File: src/hw/rtl/cwe_pkg.sv
// ----------------------------------------------------------------------------
// cwe_pkg
// types, constants and the weight fraction table of the constant weight
// word encoder
// ----------------------------------------------------------------------------
`default_nettype none

package cwe_pkg;

  localparam int unsigned MaxLength = 4096;
  localparam int unsigned MaxWeight = 63;
  localparam int unsigned PosSpan   = 4096;
  localparam int unsigned LenCap    = (MaxLength < PosSpan) ? MaxLength : PosSpan;

  localparam int unsigned LenW     = 13;
  localparam int unsigned WtW      = 6;
  localparam int unsigned PosW     = 12;
  localparam int unsigned BaseW    = 13;
  localparam int unsigned BitsW    = 4;
  localparam int unsigned FracW    = 16;
  localparam int unsigned NumW     = 14;
  localparam int unsigned ProdW    = 30;
  localparam int unsigned RoundSh  = 17;
  localparam int unsigned CfgIdxW  = 1;
  localparam int unsigned CfgDataW = 13;
  localparam int unsigned InDataW  = 8;
  localparam int unsigned OutDataW = 16;

  localparam logic [LenW-1:0]  LenCapV         = LenW'(LenCap);
  localparam logic [WtW-1:0]   MaxWeightV      = WtW'(MaxWeight);
  localparam logic [LenW-1:0]  CodeLengthReset = LenW'(2048);
  localparam logic [WtW-1:0]   WordWeightReset = WtW'(32);
  localparam logic [BaseW-1:0] BaseMax         = '1;
  localparam logic [ProdW:0]   RoundAdd        = (ProdW+1)'((1 << RoundSh) - 1);

  typedef enum logic [CfgIdxW-1:0] {
    CfgCodeLength = 1'b0,
    CfgWordWeight = 1'b1
  } cfg_idx_e;

  typedef enum logic [1:0] {
    PhaseFlag  = 2'd0,
    PhaseValue = 2'd1,
    PhaseExtra = 2'd2
  } phase_e;

  // round(65536 * (1 - 2^(-1/t))) for t = 0..63
  localparam logic [FracW-1:0] WeightFrac [64] = '{
    16'd0,     16'd32768, 16'd19195, 16'd13520, 16'd10427, 16'd8484,  16'd7150,
    16'd6178,  16'd5439,  16'd4858,  16'd4389,  16'd4002,  16'd3678,  16'd3403,
    16'd3166,  16'd2960,  16'd2779,  16'd2618,  16'd2476,  16'd2348,  16'd2232,
    16'd2128,  16'd2033,  16'd1946,  16'd1866,  16'd1792,  16'd1724,  16'd1661,
    16'd1602,  16'd1548,  16'd1497,  16'd1449,  16'd1404,  16'd1362,  16'd1323,
    16'd1285,  16'd1250,  16'd1216,  16'd1185,  16'd1154,  16'd1126,  16'd1099,
    16'd1073,  16'd1048,  16'd1024,  16'd1002,  16'd980,   16'd959,   16'd940,
    16'd921,   16'd902,   16'd885,   16'd868,   16'd852,   16'd836,   16'd821,
    16'd806,   16'd792,   16'd779,   16'd765,   16'd753,   16'd740,   16'd729,
    16'd717
  };

  typedef struct packed {
    logic load_item;
    logic decode;
    logic mul;
    logic step;
    logic emit_take;
    logic emit_flush;
  } cwe_cmd_t;

  typedef struct packed {
    logic wt_zero;
    logic flush_need;
    logic phase_flag;
    logic decode_take;
    logic msg_bit;
    logic step_take;
    logic out_free;
  } cwe_status_t;

endpackage

`default_nettype wire

File: src/hw/rtl/cwe_ctrl.sv
// ----------------------------------------------------------------------------
// cwe_ctrl
// sequencer of the encoder: takes one request at a time and steps the
// datapath through decode, step size, value take and flush
// ----------------------------------------------------------------------------
`default_nettype none

module cwe_ctrl (
  input  wire                  clk_i,
  input  wire                  rst_ni,
  input  wire                  in_valid_i,
  output logic                 in_ready_o,
  input  cwe_pkg::cwe_status_t status_i,
  output cwe_pkg::cwe_cmd_t    cmd_o
);

  typedef enum logic [5:0] {
    StIdle   = 6'b000001,
    StDecode = 6'b000010,
    StMul    = 6'b000100,
    StStep   = 6'b001000,
    StTake   = 6'b010000,
    StFlush  = 6'b100000
  } state_e;

  state_e state_q, state_d;

  assign in_ready_o = (state_q == StIdle);

  always_comb begin
    state_d = state_q;
    cmd_o   = '0;
    unique case (state_q)
      StIdle: begin
        if (in_valid_i) begin
          cmd_o.load_item = 1'b1;
          state_d         = StDecode;
        end
      end
      StDecode: begin
        if (status_i.wt_zero) begin
          state_d = StIdle;
        end else if (status_i.flush_need) begin
          // word fits at once after a start
          state_d = StFlush;
        end else if (status_i.phase_flag) begin
          state_d = StMul;
        end else begin
          cmd_o.decode = 1'b1;
          state_d      = status_i.decode_take ? StTake : StIdle;
        end
      end
      StMul: begin
        cmd_o.mul = 1'b1;
        state_d   = StStep;
      end
      StStep: begin
        cmd_o.step = 1'b1;
        if (status_i.msg_bit) begin
          state_d = StFlush;
        end else if (status_i.step_take) begin
          state_d = StTake;
        end else begin
          state_d = StIdle;
        end
      end
      StTake: begin
        if (status_i.out_free) begin
          cmd_o.emit_take = 1'b1;
          state_d         = StFlush;
        end
      end
      StFlush: begin
        if (status_i.flush_need) begin
          cmd_o.emit_flush = status_i.out_free;
        end else begin
          state_d = StIdle;
        end
      end
      default: begin
        state_d = StIdle;
      end
    endcase
  end

  always_ff @(posedge clk_i or negedge rst_ni) begin
    if (!rst_ni) begin
      state_q <= StIdle;
    end else begin
      state_q <= state_d;
    end
  end

endmodule

`default_nettype wire

File: src/hw/rtl/cwe_dp.sv
// ----------------------------------------------------------------------------
// cwe_dp
// encoder datapath: configuration registers, word state, step size
// multiply, truncated binary value read and the output register
// ----------------------------------------------------------------------------
`default_nettype none

module cwe_dp (
  input  wire                                clk_i,
  input  wire                                rst_ni,
  input  wire                                cfg_valid_i,
  input  wire  [cwe_pkg::CfgIdxW-1:0]        cfg_index_i,
  input  wire  [cwe_pkg::CfgDataW-1:0]       cfg_data_i,
  input  wire                                msg_bit_i,
  input  wire                                start_word_i,
  input  cwe_pkg::cwe_cmd_t                  cmd_i,
  output cwe_pkg::cwe_status_t               status_o,
  input  wire                                out_ready_i,
  output logic                               out_valid_o,
  output logic [cwe_pkg::PosW-1:0]           position_o,
  output logic                               last_one_o
);

  localparam int unsigned LenW  = cwe_pkg::LenW;
  localparam int unsigned WtW   = cwe_pkg::WtW;
  localparam int unsigned PosW  = cwe_pkg::PosW;
  localparam int unsigned BaseW = cwe_pkg::BaseW;
  localparam int unsigned BitsW = cwe_pkg::BitsW;
  localparam int unsigned NumW  = cwe_pkg::NumW;
  localparam int unsigned ProdW = cwe_pkg::ProdW;

  // configuration
  logic [LenW-1:0] code_len_q;
  logic [WtW-1:0]  word_wt_q;

  // word state
  logic [LenW-1:0]       rem_len_q;
  logic [WtW-1:0]        rem_wt_q;
  logic [PosW-1:0]       gap_q;
  logic [BaseW-1:0]      base_q;
  cwe_pkg::phase_e       phase_q;
  logic [BitsW-1:0]      bits_left_q;
  logic [PosW-1:0]       partial_q;
  logic [PosW-1:0]       step_q;
  logic [PosW-1:0]       thr_q;
  logic                  msg_bit_q;
  logic [ProdW-1:0]      prod_q;
  logic [PosW-1:0]       c_q;
  logic                  out_valid_q;
  logic [PosW-1:0]       pos_q;
  logic                  last_q;

  // effective length and weight
  logic [LenW-1:0] eff_len;
  logic [WtW-1:0]  wt_cap;
  logic [WtW-1:0]  eff_wt;
  logic [LenW-1:0] lim_full;
  logic [PosW-1:0] lim;

  always_comb begin
    eff_len  = (code_len_q > cwe_pkg::LenCapV) ? cwe_pkg::LenCapV : code_len_q;
    wt_cap   = (word_wt_q > cwe_pkg::MaxWeightV) ? cwe_pkg::MaxWeightV : word_wt_q;
    eff_wt   = (LenW'(wt_cap) > eff_len) ? eff_len[WtW-1:0] : wt_cap;
    lim_full = eff_len - LenW'(1);
    lim      = (eff_len == '0) ? '0 : lim_full[PosW-1:0];
  end

  // status
  logic wt_zero;
  logic flush_need;
  assign wt_zero    = (rem_wt_q == '0);
  assign flush_need = !wt_zero && (rem_len_q <= LenW'(rem_wt_q));

  // value bit decode
  logic [PosW-1:0]  partial_shift;
  logic [BitsW-1:0] bits_dec;
  logic             step_small;
  logic [NumW-1:0]  ext_val;
  logic             dec_take;
  logic             dec_extra;
  logic [LenW-1:0]  dec_c_raw;
  logic             dec_c_huge;
  logic [PosW-1:0]  dec_c;

  always_comb begin
    partial_shift = {partial_q[PosW-2:0], msg_bit_q};
    bits_dec      = (bits_left_q != '0) ? bits_left_q - BitsW'(1) : '0;
    step_small    = (step_q < PosW'(2));
    ext_val       = {1'b0, partial_q, msg_bit_q} - NumW'(thr_q);
    dec_take      = 1'b0;
    dec_extra     = 1'b0;
    dec_c_raw     = '0;
    dec_c_huge    = 1'b0;
    case (phase_q)
      cwe_pkg::PhaseValue: begin
        if (bits_dec == '0) begin
          if (step_small) begin
            dec_take = 1'b1;
          end else if (partial_shift >= thr_q) begin
            dec_extra = 1'b1;
          end else begin
            dec_take  = 1'b1;
            dec_c_raw = LenW'(partial_shift);
          end
        end
      end
      cwe_pkg::PhaseExtra: begin
        dec_take = 1'b1;
        if (!step_small) begin
          dec_c_raw  = ext_val[LenW-1:0];
          dec_c_huge = ext_val[NumW-1];
        end
      end
      default: begin
        dec_take = 1'b0;
      end
    endcase
    // value never reaches the step size
    if ((step_q != '0) && (dec_c_huge || (dec_c_raw >= LenW'(step_q)))) begin
      dec_c = step_q - PosW'(1);
    end else begin
      dec_c = dec_c_raw[PosW-1:0];
    end
  end

  // step size from the registered product
  logic [NumW-1:0]  num;
  logic [ProdW:0]   d_sum;
  logic [NumW-1:0]  d_raw;
  logic [LenW-1:0]  span;
  logic             d_guard;
  logic [PosW-1:0]  step_d;
  logic [PosW-1:0]  dm1;
  logic [BitsW-1:0] u;
  logic [LenW-1:0]  thr_full;
  logic             step_take;

  always_comb begin
    num     = {rem_len_q, 1'b0} - NumW'(rem_wt_q) + NumW'(1);
    d_sum   = {1'b0, prod_q} + cwe_pkg::RoundAdd;
    d_raw   = d_sum[ProdW:cwe_pkg::RoundSh];
    span    = rem_len_q - LenW'(rem_wt_q);
    d_guard = wt_zero || (rem_len_q <= LenW'(rem_wt_q));
    if (d_guard || (d_raw == '0)) begin
      step_d = PosW'(1);
    end else if (d_raw > NumW'(span)) begin
      step_d = span[PosW-1:0];
    end else begin
      step_d = d_raw[PosW-1:0];
    end
    // ceil(log2 d) as the bit length of d - 1
    dm1 = step_d - PosW'(1);
    u   = '0;
    for (int i = 0; i < PosW; i++) begin
      if (dm1[i]) begin
        u = BitsW'(i + 1);
      end
    end
    thr_full  = (LenW'(1) << u) - LenW'(step_d);
    step_take = !msg_bit_q && (step_d < PosW'(2));
  end

  // placing one position
  logic [LenW-1:0]  put_gap;
  logic [NumW-1:0]  raw;
  logic [NumW-1:0]  raw1;
  logic [PosW-1:0]  put_pos;
  logic [BaseW-1:0] base_d;
  logic [WtW-1:0]   wt_dec;
  logic             emit;
  logic             out_free;

  always_comb begin
    put_gap = cmd_i.emit_take ? (LenW'(gap_q) + LenW'(c_q)) : LenW'(gap_q);
    raw     = NumW'(base_q) + NumW'(put_gap);
    raw1    = raw + NumW'(1);
    put_pos = (raw > NumW'(lim)) ? lim : raw[PosW-1:0];
    base_d  = (raw1 > NumW'(cwe_pkg::BaseMax)) ? cwe_pkg::BaseMax : raw1[BaseW-1:0];
    wt_dec  = rem_wt_q - WtW'(1);
    emit    = cmd_i.emit_take || cmd_i.emit_flush;
    out_free = !out_valid_q || out_ready_i;
  end

  assign status_o.wt_zero     = wt_zero;
  assign status_o.flush_need  = flush_need;
  assign status_o.phase_flag  = (phase_q == cwe_pkg::PhaseFlag);
  assign status_o.decode_take = dec_take;
  assign status_o.msg_bit     = msg_bit_q;
  assign status_o.step_take   = step_take;
  assign status_o.out_free    = out_free;

  // control and word state
  always_ff @(posedge clk_i or negedge rst_ni) begin
    if (!rst_ni) begin
      code_len_q  <= cwe_pkg::CodeLengthReset;
      word_wt_q   <= cwe_pkg::WordWeightReset;
      rem_len_q   <= '0;
      rem_wt_q    <= '0;
      gap_q       <= '0;
      base_q      <= '0;
      phase_q     <= cwe_pkg::PhaseFlag;
      bits_left_q <= '0;
      partial_q   <= '0;
      step_q      <= '0;
      out_valid_q <= 1'b0;
    end else begin
      if (cfg_valid_i) begin
        unique case (cwe_pkg::cfg_idx_e'(cfg_index_i))
          cwe_pkg::CfgCodeLength: code_len_q <= cfg_data_i;
          cwe_pkg::CfgWordWeight: word_wt_q  <= cfg_data_i[WtW-1:0];
          default: ;
        endcase
      end

      if (emit) begin
        out_valid_q <= 1'b1;
      end else if (out_ready_i) begin
        out_valid_q <= 1'b0;
      end

      if (cmd_i.load_item) begin
        if (start_word_i) begin
          rem_len_q   <= eff_len;
          rem_wt_q    <= eff_wt;
          gap_q       <= '0;
          base_q      <= '0;
          phase_q     <= cwe_pkg::PhaseFlag;
          bits_left_q <= '0;
          partial_q   <= '0;
          step_q      <= '0;
        end
      end else if (cmd_i.decode) begin
        if (phase_q == cwe_pkg::PhaseValue) begin
          partial_q   <= partial_shift;
          bits_left_q <= bits_dec;
          if (dec_extra) begin
            phase_q <= cwe_pkg::PhaseExtra;
          end
        end
      end else if (cmd_i.step) begin
        step_q  <= step_d;
        phase_q <= cwe_pkg::PhaseFlag;
        if (msg_bit_q) begin
          rem_len_q <= (LenW'(step_d) > rem_len_q) ? '0 : rem_len_q - LenW'(step_d);
          gap_q     <= gap_q + step_d;
        end else if (!step_take) begin
          partial_q <= '0;
          if (u <= BitsW'(1)) begin
            phase_q <= cwe_pkg::PhaseExtra;
          end else begin
            bits_left_q <= u - BitsW'(1);
            phase_q     <= cwe_pkg::PhaseValue;
          end
        end
      end else if (emit) begin
        rem_wt_q <= wt_dec;
        base_q   <= base_d;
        gap_q    <= '0;
        if (cmd_i.emit_take) begin
          rem_len_q   <= ((LenW'(c_q) + LenW'(1)) > rem_len_q) ? '0
                         : rem_len_q - LenW'(c_q) - LenW'(1);
          phase_q     <= cwe_pkg::PhaseFlag;
          bits_left_q <= '0;
          partial_q   <= '0;
        end else begin
          rem_len_q <= (rem_len_q != '0) ? rem_len_q - LenW'(1) : '0;
        end
      end
    end
  end

  // payload registers
  always_ff @(posedge clk_i) begin
    if (cmd_i.load_item) begin
      msg_bit_q <= msg_bit_i;
    end
    if (cmd_i.mul) begin
      prod_q <= ProdW'(num) * ProdW'(cwe_pkg::WeightFrac[rem_wt_q]);
    end
    if (cmd_i.step) begin
      thr_q <= thr_full[PosW-1:0];
      if (step_take) begin
        c_q <= '0;
      end
    end
    if (cmd_i.decode && dec_take) begin
      c_q <= dec_c;
    end
    if (emit) begin
      pos_q  <= put_pos;
      last_q <= (wt_dec == '0);
    end
  end

  assign out_valid_o = out_valid_q;
  assign position_o  = pos_q;
  assign last_one_o  = last_q;

endmodule

`default_nettype wire

File: src/hw/rtl/constant_weight_word_encoder_top.sv
// ----------------------------------------------------------------------------
// constant_weight_word_encoder_top
// run-length constant weight encoder: message bits in, positions of the
// ones of an n-bit word of weight t out
// ----------------------------------------------------------------------------
//  channel   direction  payload
//  cfg       in         cfg_index_i (code_length, word_weight), cfg_data_i
//  s_axis    in         tdata[0] msg_bit, tuser[0] start_word
//  m_axis    out        tdata[11:0] position, tlast last_one
//
//  a value bit passes through accept and decode; a flag bit through accept,
//  decode, the registered step size multiply and step
//  positions are emitted in the take and flush states, then the flush state closes
//  the output register stalls the sequencer while it holds a result and m_axis_tready_i is low
//  reset: code_length 2048, word_weight 32, no word open until start_word
// ----------------------------------------------------------------------------
`default_nettype none

module constant_weight_word_encoder_top (
  input  wire                            clk_i,
  input  wire                            rst_ni,
  input  wire                            cfg_valid_i,
  output logic                           cfg_ready_o,
  input  wire  [cwe_pkg::CfgIdxW-1:0]    cfg_index_i,
  input  wire  [cwe_pkg::CfgDataW-1:0]   cfg_data_i,
  input  wire                            s_axis_tvalid_i,
  output logic                           s_axis_tready_o,
  input  wire  [cwe_pkg::InDataW-1:0]    s_axis_tdata_i,   // [0] msg_bit
  input  wire  [0:0]                     s_axis_tuser_i,   // [0] start_word
  output logic                           m_axis_tvalid_o,
  input  wire                            m_axis_tready_i,
  output logic [cwe_pkg::OutDataW-1:0]   m_axis_tdata_o,   // [11:0] position
  output logic                           m_axis_tlast_o
);

  cwe_pkg::cwe_cmd_t    cmd;
  cwe_pkg::cwe_status_t status;
  logic [cwe_pkg::PosW-1:0] position;

  // registers are always writable
  assign cfg_ready_o = 1'b1;

  cwe_ctrl u_ctrl (
    .clk_i      (clk_i),
    .rst_ni     (rst_ni),
    .in_valid_i (s_axis_tvalid_i),
    .in_ready_o (s_axis_tready_o),
    .status_i   (status),
    .cmd_o      (cmd)
  );

  cwe_dp u_dp (
    .clk_i        (clk_i),
    .rst_ni       (rst_ni),
    .cfg_valid_i  (cfg_valid_i),
    .cfg_index_i  (cfg_index_i),
    .cfg_data_i   (cfg_data_i),
    .msg_bit_i    (s_axis_tdata_i[0]),
    .start_word_i (s_axis_tuser_i[0]),
    .cmd_i        (cmd),
    .status_o     (status),
    .out_ready_i  (m_axis_tready_i),
    .out_valid_o  (m_axis_tvalid_o),
    .position_o   (position),
    .last_one_o   (m_axis_tlast_o)
  );

  assign m_axis_tdata_o = cwe_pkg::OutDataW'(position);

endmodule

`default_nettype wire

File: config.mk
export PLATFORM = sky130hd
export DESIGN_NAME = constant_weight_word_encoder_top
export DESIGN_NICKNAME = d
export VERILOG_FILES = /design/src/hw/rtl/cwe_pkg.sv /design/src/hw/rtl/cwe_ctrl.sv /design/src/hw/rtl/cwe_dp.sv /design/src/hw/rtl/constant_weight_word_encoder_top.sv
export SDC_FILE = /design/constraint.sdc
export NUM_CORES = 1
export LEC_CHECK = 0
export BUFFER_PORTS_ARGS = -buffer_cell sky130_fd_sc_hd__buf_2
export CORE_MARGIN = 2
export CORE_UTILIZATION = 43
export CTS_BUF_LIST = sky130_fd_sc_hd__clkbuf_2
export DETAILED_ROUTE_END_ITERATION = 16
export GPL_ROUTABILITY_DRIVEN = 0
export SETUP_SLACK_MARGIN = 0.4
export SLEW_MARGIN = 20
export SYNTH_ARGS = -nofsm -noshare
export SYNTH_HDL_FRONTEND = slang
export SYNTH_SLANG_ARGS = --single-unit
File: constraint.sdc
create_clock -name clk_i -period 10.1 [get_ports clk_i]
set_clock_uncertainty 0.2 [all_clocks]
set_input_delay 2.02 -clock clk_i [delete_from_list [all_inputs] [get_ports clk_i]]
set_output_delay 2.02 -clock clk_i [all_outputs]
set_load 0.02 [all_outputs]
Yosys cells after proc, flatten, opt, wreduce, memory -nomap -nowiden. Memories as Yosys holds them, arrays and structs flattened. Cells that the tools add are included.

Memory bits (read-only): 1024. Flip-flop bits (word level): 168. Memory bits (writable): 0. Word-level logic and storage cells: 243. Latch bits: 0. Memories: 1.

Equality and inequality tests: 20. Reduce and logical (&&, ||, !) cells: 39. Shift-type cells: 1. Divide/modulo/power cells: 0. Mux-type cells: 125. Bitwise operators: 2. Multiply operators: 1. Add/subtract/negate cells: 21. Order comparisons: 15.

Memory list: (name not given) (depth 64, width 16, rd ports 1, clocked after Yosys merged registers in 0, wr ports 0, RTL line cwe_dp.sv:278) `prod_q <= ProdW'(num) * ProdW'(cwe_pkg::WeightFrac[rem_wt_q]);`.

Operators with widths (count): 12-bit 2-to-1 mux (26); 13-bit 2-to-1 mux (21); 6-bit 2-to-1 mux (14); 4-bit 2-to-1 mux (16); 6-bit case mux with 6 select lines (1); 12-bit by 1-bit subtractor with 12-bit output (second input constant) (3); 16-bit 2-to-1 mux (2); 30-bit by 17-bit adder with 31-bit output (second input constant) (1); 14-bit by 16-bit multiplier with 30-bit output (1); 14-bit by 1-bit adder with 14-bit output (second input constant) (2); 2-bit 2-to-1 mux (13); 13-bit case mux with 2 select lines (1); 13-bit by 1-bit subtractor with 13-bit output (second input constant) (2); 13-bit by 12-bit subtractor with 13-bit output (2); 12-bit by 2-bit less-than comparator with 1-bit output (second input constant) (2); 1-bit 2-to-1 mux (24); 13-bit by 13-bit adder with 14-bit output (1); 14-bit by 12-bit greater-than comparator with 1-bit output (1); 14-bit by 13-bit greater-than comparator with 1-bit output (1); 14-bit by 13-bit greater-than comparator with 1-bit output (second input constant) (1); 14-bit logical NOT (1); 13-bit by 12-bit subtractor with 14-bit output (1); 14-bit by 6-bit subtractor with 14-bit output (1); 12-bit by 1-bit adder with 13-bit output (second input constant) (1); 53 further kinds (85).

Logic depth before layout (Yosys ltp).
Word-level depth: 24. Gate-level depth with buffers: 46. Depth with buffers taken out: 42.

Hierarchy. From an unflattened synthesis, not the netlist that was laid out.

Cell total of the unflattened synthesis: 2871. Area, all modules: 24294.6 sq um.

Modules (own cells, without submodules): cwe_dp (cells each 2817, times used 1, area each 23809.1 sq um); cwe_ctrl (cells each 47, times used 1, area each 440.4 sq um); constant_weight_word_encoder_top (cells each 7, times used 1, area each 45.0 sq um).

Least setup slack after synthesis. Ideal clock, no wire load.

Kind: register -> register. From: reg u_dp.rem_wt_q[1]. To: reg u_dp.thr_q[11], data pin. Stages on the path, launching flop included: 45. Slack: 0.618 ns. Setup time: 0.258 ns. Buffers on the path: 4. Arrival: 9.024 ns. Required time: 9.642 ns. Cell sequence: dfrtp_1 clkbuf_1 inv_1 fa_1 a211oi_1 o21bai_1 a211oi_1 o21ai_0 xnor2_1 ha_1 nand3_1 or3_1 a31o_1 buf_2 nand2_1 clkbuf_1 nor2_1 a211oi_1 [9 not listed] inv_1 ha_1 ha_1 nand2_1 ha_1 nor2b_1 o21ai_0 nand2b_1 and2_1 o21ai_0 nand2b_1 a21o_1 a21o_1 a21o_1 a21oi_1 o21ai_0 xor2_1 xnor2_1.

Cells in the longest elaborated chain, start to end: 19.

RTL lines: start: declaration (RTL line cwe_dp.sv:38) `logic [WtW-1:0] rem_wt_q;`; start signal: assignment (RTL line cwe_dp.sv:224) `rem_wt_q <= eff_wt;`; start signal: assignment (RTL line cwe_dp.sv:256) `rem_wt_q <= wt_dec;`; 13-bit by 6-bit subtractor with 13-bit output, or another cell as far along (RTL line cwe_dp.sv:142) `span = rem_len_q - LenW'(rem_wt_q);`; 14-bit by 13-bit greater-than comparator with 1-bit output / 1-bit logical OR (equally long branches) (RTL line cwe_dp.sv:146, cwe_dp.sv:143); 12-bit 2-to-1 mux / 1-bit logical OR (equally long branches) (RTL line cwe_dp.sv:146, cwe_dp.sv:144); 12-bit 2-to-1 mux * (RTL line cwe_dp.sv:144) `if (d_guard || (d_raw == '0)) begin`; 12-bit by 1-bit subtractor with 12-bit output (RTL line cwe_dp.sv:152) `dm1 = step_d - PosW'(1);`; 1-bit 2-to-1 mux (RTL line cwe_dp.sv:155) `if (dm1[i]) begin`; 2-bit 2-to-1 mux (2 in a row) (RTL line cwe_dp.sv:155); 3-bit 2-to-1 mux (4 in a row) (RTL line cwe_dp.sv:155); 4-bit 2-to-1 mux (5 in a row) (RTL line cwe_dp.sv:155); 1-bit by 4-bit << shifter with 12-bit output (RTL line cwe_dp.sv:159) `thr_full = (LenW'(1) << u) - LenW'(step_d);`; 12-bit subtractor * (RTL line cwe_dp.sv:159); named net u_dp.thr_full[11] (RTL line cwe_dp.sv:135) `logic [LenW-1:0] thr_full;`; end signal: assignment (RTL line cwe_dp.sv:281) `thr_q <= thr_full[PosW-1:0];`; end: declaration (RTL line cwe_dp.sv:45) `logic [PosW-1:0] thr_q;`.

The timed path passes the listed nets; every way through them passes the cells marked *. A chain may end at the register's enable or synchronous reset.

Worst setup path after layout.
From: reg u_dp.rem_len_q[0]. To: reg u_dp.thr_q[11], data pin.

Cells in the longest elaborated chain, start to end: 19.

RTL lines: start: declaration (RTL line cwe_dp.sv:37) `logic [LenW-1:0] rem_len_q;`; start signal: assignment (RTL line cwe_dp.sv:223) `rem_len_q <= eff_len;`; start signal: assignment (RTL line cwe_dp.sv:244) `rem_len_q <= (LenW'(step_d) > rem_len_q) ? '0 : rem_len_q - LenW'(step_d);`; start signal: assignment (RTL line cwe_dp.sv:260) `rem_len_q <= ((LenW'(c_q) + LenW'(1)) > rem_len_q) ? '0`; 13-bit by 6-bit subtractor with 13-bit output / 13-bit by 6-bit <= comparator with 1-bit output (equally long branches) (RTL line cwe_dp.sv:142, cwe_dp.sv:143); 14-bit by 13-bit greater-than comparator with 1-bit output / 1-bit logical OR (equally long branches) (RTL line cwe_dp.sv:146, cwe_dp.sv:143); 12-bit 2-to-1 mux / 1-bit logical OR (equally long branches) (RTL line cwe_dp.sv:146, cwe_dp.sv:144); 12-bit 2-to-1 mux * (RTL line cwe_dp.sv:144); 12-bit by 1-bit subtractor with 12-bit output (RTL line cwe_dp.sv:152); 1-bit 2-to-1 mux (RTL line cwe_dp.sv:155); 2-bit 2-to-1 mux (2 in a row) (RTL line cwe_dp.sv:155); 3-bit 2-to-1 mux (4 in a row) (RTL line cwe_dp.sv:155); 4-bit 2-to-1 mux (5 in a row) (RTL line cwe_dp.sv:155); 1-bit by 4-bit << shifter with 12-bit output (RTL line cwe_dp.sv:159); 12-bit subtractor * (RTL line cwe_dp.sv:159); named net u_dp.thr_full[11] (RTL line cwe_dp.sv:135).

Marks and branches as above.

==> out/metrics.csv <==
stage,metric,value,unit
grt,vias in the first global route,20024,
setup_path,Buf/Inv on CP,5,
min_path,worst hold path class,reg -> reg,
setup_path,Worst EP arrival,9800,ps
die,DIE AREA,0.0576,sq mm
setup_path,Worst Setup Start Kind,flip-flop,
layout,"Core Util, Final",45.9,%
die,Core Area,0.0551,sq mm
grt,initial antenna violation count,2,
synth,synthesized area,0.0239,sq mm
synth,Seq cells post-synth,168,
sta,post-route clock period utilization,91.6,%
clock_network,CTS max path bufs,2,
setup_path,CP endpoint kind,flip-flop,
sta,Peak Freq,0.108,GHz
setup_path,"Req. time, crit path",10640,ps
die,cell row count,86,
drt,DRT Pass-1 Iters,5,
layout,share of layout cells above drive strength 1,7.26,%
drt,initial DRC count,1378,
synth,Ys Warns,0,
die,# IOs,48,
drt,Routed Antenna Nets,0,
setup_path,WS Path Type,reg -> reg,
sta,Slew Limit Fails,0,
synth,Post-synth EDFFs,68,
synth,synth unique cells,98,
grt,Overflow after GRT,0,
sta,worst-margin pin slew,1080,ps
drt,drt wl/cell,18.4,um
synth,"area leader, netlist",ha_1,
layout,fillers,5414,
setup_path,max incr delay on CP,520,ps
drt,Vias/cell,5.62,
drt,via count,20082,
clock_network,cts hold-fix bufs,0,
status,status,"finished, final reports clean",
layout,"Area growth, synth to finish",5.65,%
grt,global-route wire length before repair,106,mm
setup_path,CP max stage cell,dfrtp_2,
setup_path,Most Frequent Cell on Critical Path,o21ai_0,
die,Die X,240,um
clock_network,worst skew pair latency,960,ps
sta,Slew HR,28.1,%
synth,"Top FF cell, synth",dfrtp_1,
layout,nets@finish,3311,
clock_network,CTS tree,built,
sta,minimum clock period,9250,ps
clock_network,clk slew on worst S/H paths,360,ps
setup_path,"CP delay by family, top",compound AO/OA/AOI/OAI gates,
clock_network,Root Buffer,clkbuf_2,
die,chip height,240,um
placed_design,IO buf count,35,
setup_path,Crit Path Max Fanout,9,
sta,unrepaired setup endpoints after global routing,yes,
sta,"Hold Violations, Final",0,
synth,Async SR Flop Fraction,59.5,%
synth,post-synth top area share,15.6,%
sta,TNS Setup,0,ps
clock_network,total CTS buffers,17,
clock_network,H-tree depth,4,
flow_run,max cap viols,0,
synth,syn_area_per_cell,8.47,sq um
sta,hold slack,357,ps
grt,largest net degree at the start of global routing,73,
synth,Area contributors post-synth,"ha_1 (16%), fa_1 (15%), dfrtp_1 (10%)",
clock_network,clk sinks,168,
synth,"Seq/Total Area, Yosys",19.0,%
drt,DRC,0,
placed_design,Detail Placement HPWL,52.3,mm
grt,total track usage,23.2,%
synth,Mapped Cells,2827,
drt,final WL,65.8,mm
die,Initial Util,43.5,%
sta,number of setup violations in the final report,0,
==> per-layer routing <==
layer  global-route usage [%]  share of wire [%]  wire (um)  vias up
li1                         -                  -          -     9614
met1                     30.4                 44      29100     9835
met2                     39.1                 48      31700      514
met3                     2.61                4.2       2780      119
met4                     8.77                3.4       2230        0
met5                        0                  0          0        -
==> synthesized netlist by cell type, types with 43 or more instances <==
| library cell | n |
|---|---|
| nor3_1 | 54 |
| xnor2_1 | 134 |
| a21o_1 | 46 |
| a21oi_1 | 145 |
| nand2_1 | 302 |
| o21ai_0 | 164 |
| nor2b_1 | 69 |
| nor2_1 | 191 |
| edfxtp_1 | 68 |
| nand2b_1 | 43 |
| ha_1 | 298 |
| nand3_1 | 66 |
| clkbuf_1 | 89 |
| dfrtp_1 | 97 |
| fa_1 | 174 |
| inv_1 | 335 |
==> path summary, 6_finish.rpt <==
| kind | from | end | slack (ps) | depth (start not counted) |
|---|---|---|---|---|
| worst min-delay path | u_dp.partial_q[5]$_DFFE_PN0P_ | u_dp.partial_q[6]$_DFFE_PN0P_ | 360 | 2 |
| worst max register to register | u_dp.rem_len_q[0]$_DFFE_PN0P_ | u_dp.thr_q[11]$_DFFE_PP_ | 850 | 42 |
| max in group asynchronous | rst_ni | u_dp.rem_len_q[0]$_DFFE_PN0P_ | 7610 | 2 |
| worst min register to register | u_dp.partial_q[5]$_DFFE_PN0P_ | u_dp.partial_q[6]$_DFFE_PN0P_ | 360 | 2 |
| worst max-delay path | u_dp.rem_len_q[0]$_DFFE_PN0P_ | u_dp.thr_q[11]$_DFFE_PP_ | 850 | 42 |
| min in group asynchronous | rst_ni | u_dp.partial_q[11]$_DFFE_PN0P_ | 670 | 1 |
==> repair_timing <==
item / 4_1_cts / 5_1_grt
setup buffers: 0 / 2
pin swaps: 0 / 0
setup endpoints to repair: 1 / 9
resized for setup: 2 / 15
==> registers in the layout, summed over array words and instances (netlist names), 13 cells and up <==
register	cells
u_dp.code_len_q	13
u_dp.base_q	13
u_dp.prod_q	30
u_dp.rem_len_q	13
==> final cells by class <==
class                           instances  area [sq um]  share of cell area (%)
Sequential cell                       168          4550                    18.0
Tap cell                              748           936                    3.70
Clock buffer                           17          85.1                   0.336
Inverter                              338          1270                    5.03
Antenna cell                            3          7.51                  0.0297
Multi-Input combinational cell       2209         17800                    70.2
Timing Repair Buffer                   77           493                    1.95
Clock inverter                         15           204                   0.806
==> per-stage QoR <==
stage	cells	instance area (sq um)	setup slack (ps)
2_1_floorplan	2830	24000	618
3_3_place_gp	3538	24900	504
3_5_place_dp	3538	24900	348
4_1_cts	3570	25200	533
5_1_grt	3575	25300	366
6_report	3575	25300	846
==> tightest hold or removal path: stages (launching register included) <==
cell	delay, ps
dfrtp_1	490
nand2_1	70
o21ai_0	60
==> logic make-up (layout without fill, tap and decap cells) <==
group                      count (synthesis)  count (layout)  share of synthesized area, %
muxes                                     48              48                          2.32
adders and majority gates                472             472                          30.1
and+or+nand+nor                          894             894                          18.0
DFF                                      168             168                          19.0
xor gates and xnor gates                 175             175                          6.40
buffers and inverters                    453             447                          7.30
AOI/OAI and AO/OA                        615             615                          16.8
other                                      2               8                        0.0314
==> layout by cell type, fill, tap and decap left out, types with 29 or more instances in the layout <==
master      n
fa_1      174
edfxtp_1   68
inv_1     335
a21o_1     46
nand2b_1   43
nand3_1    66
dfrtp_1    96
o21ai_0   163
xor2_1     40
a21oi_1   144
and2_1     35
nor2_1    191
mux2_2     30
nand2_1   301
xnor2_1   133
buf_2      34
nor3_1     53
a211oi_1   30
nor2b_1    69
o21bai_1   29
ha_1      297
buf_4      43
Power is left out: the tool's default activity adds up to more than one toggle a clock period on the data nets, which glitch-free logic cannot reach.
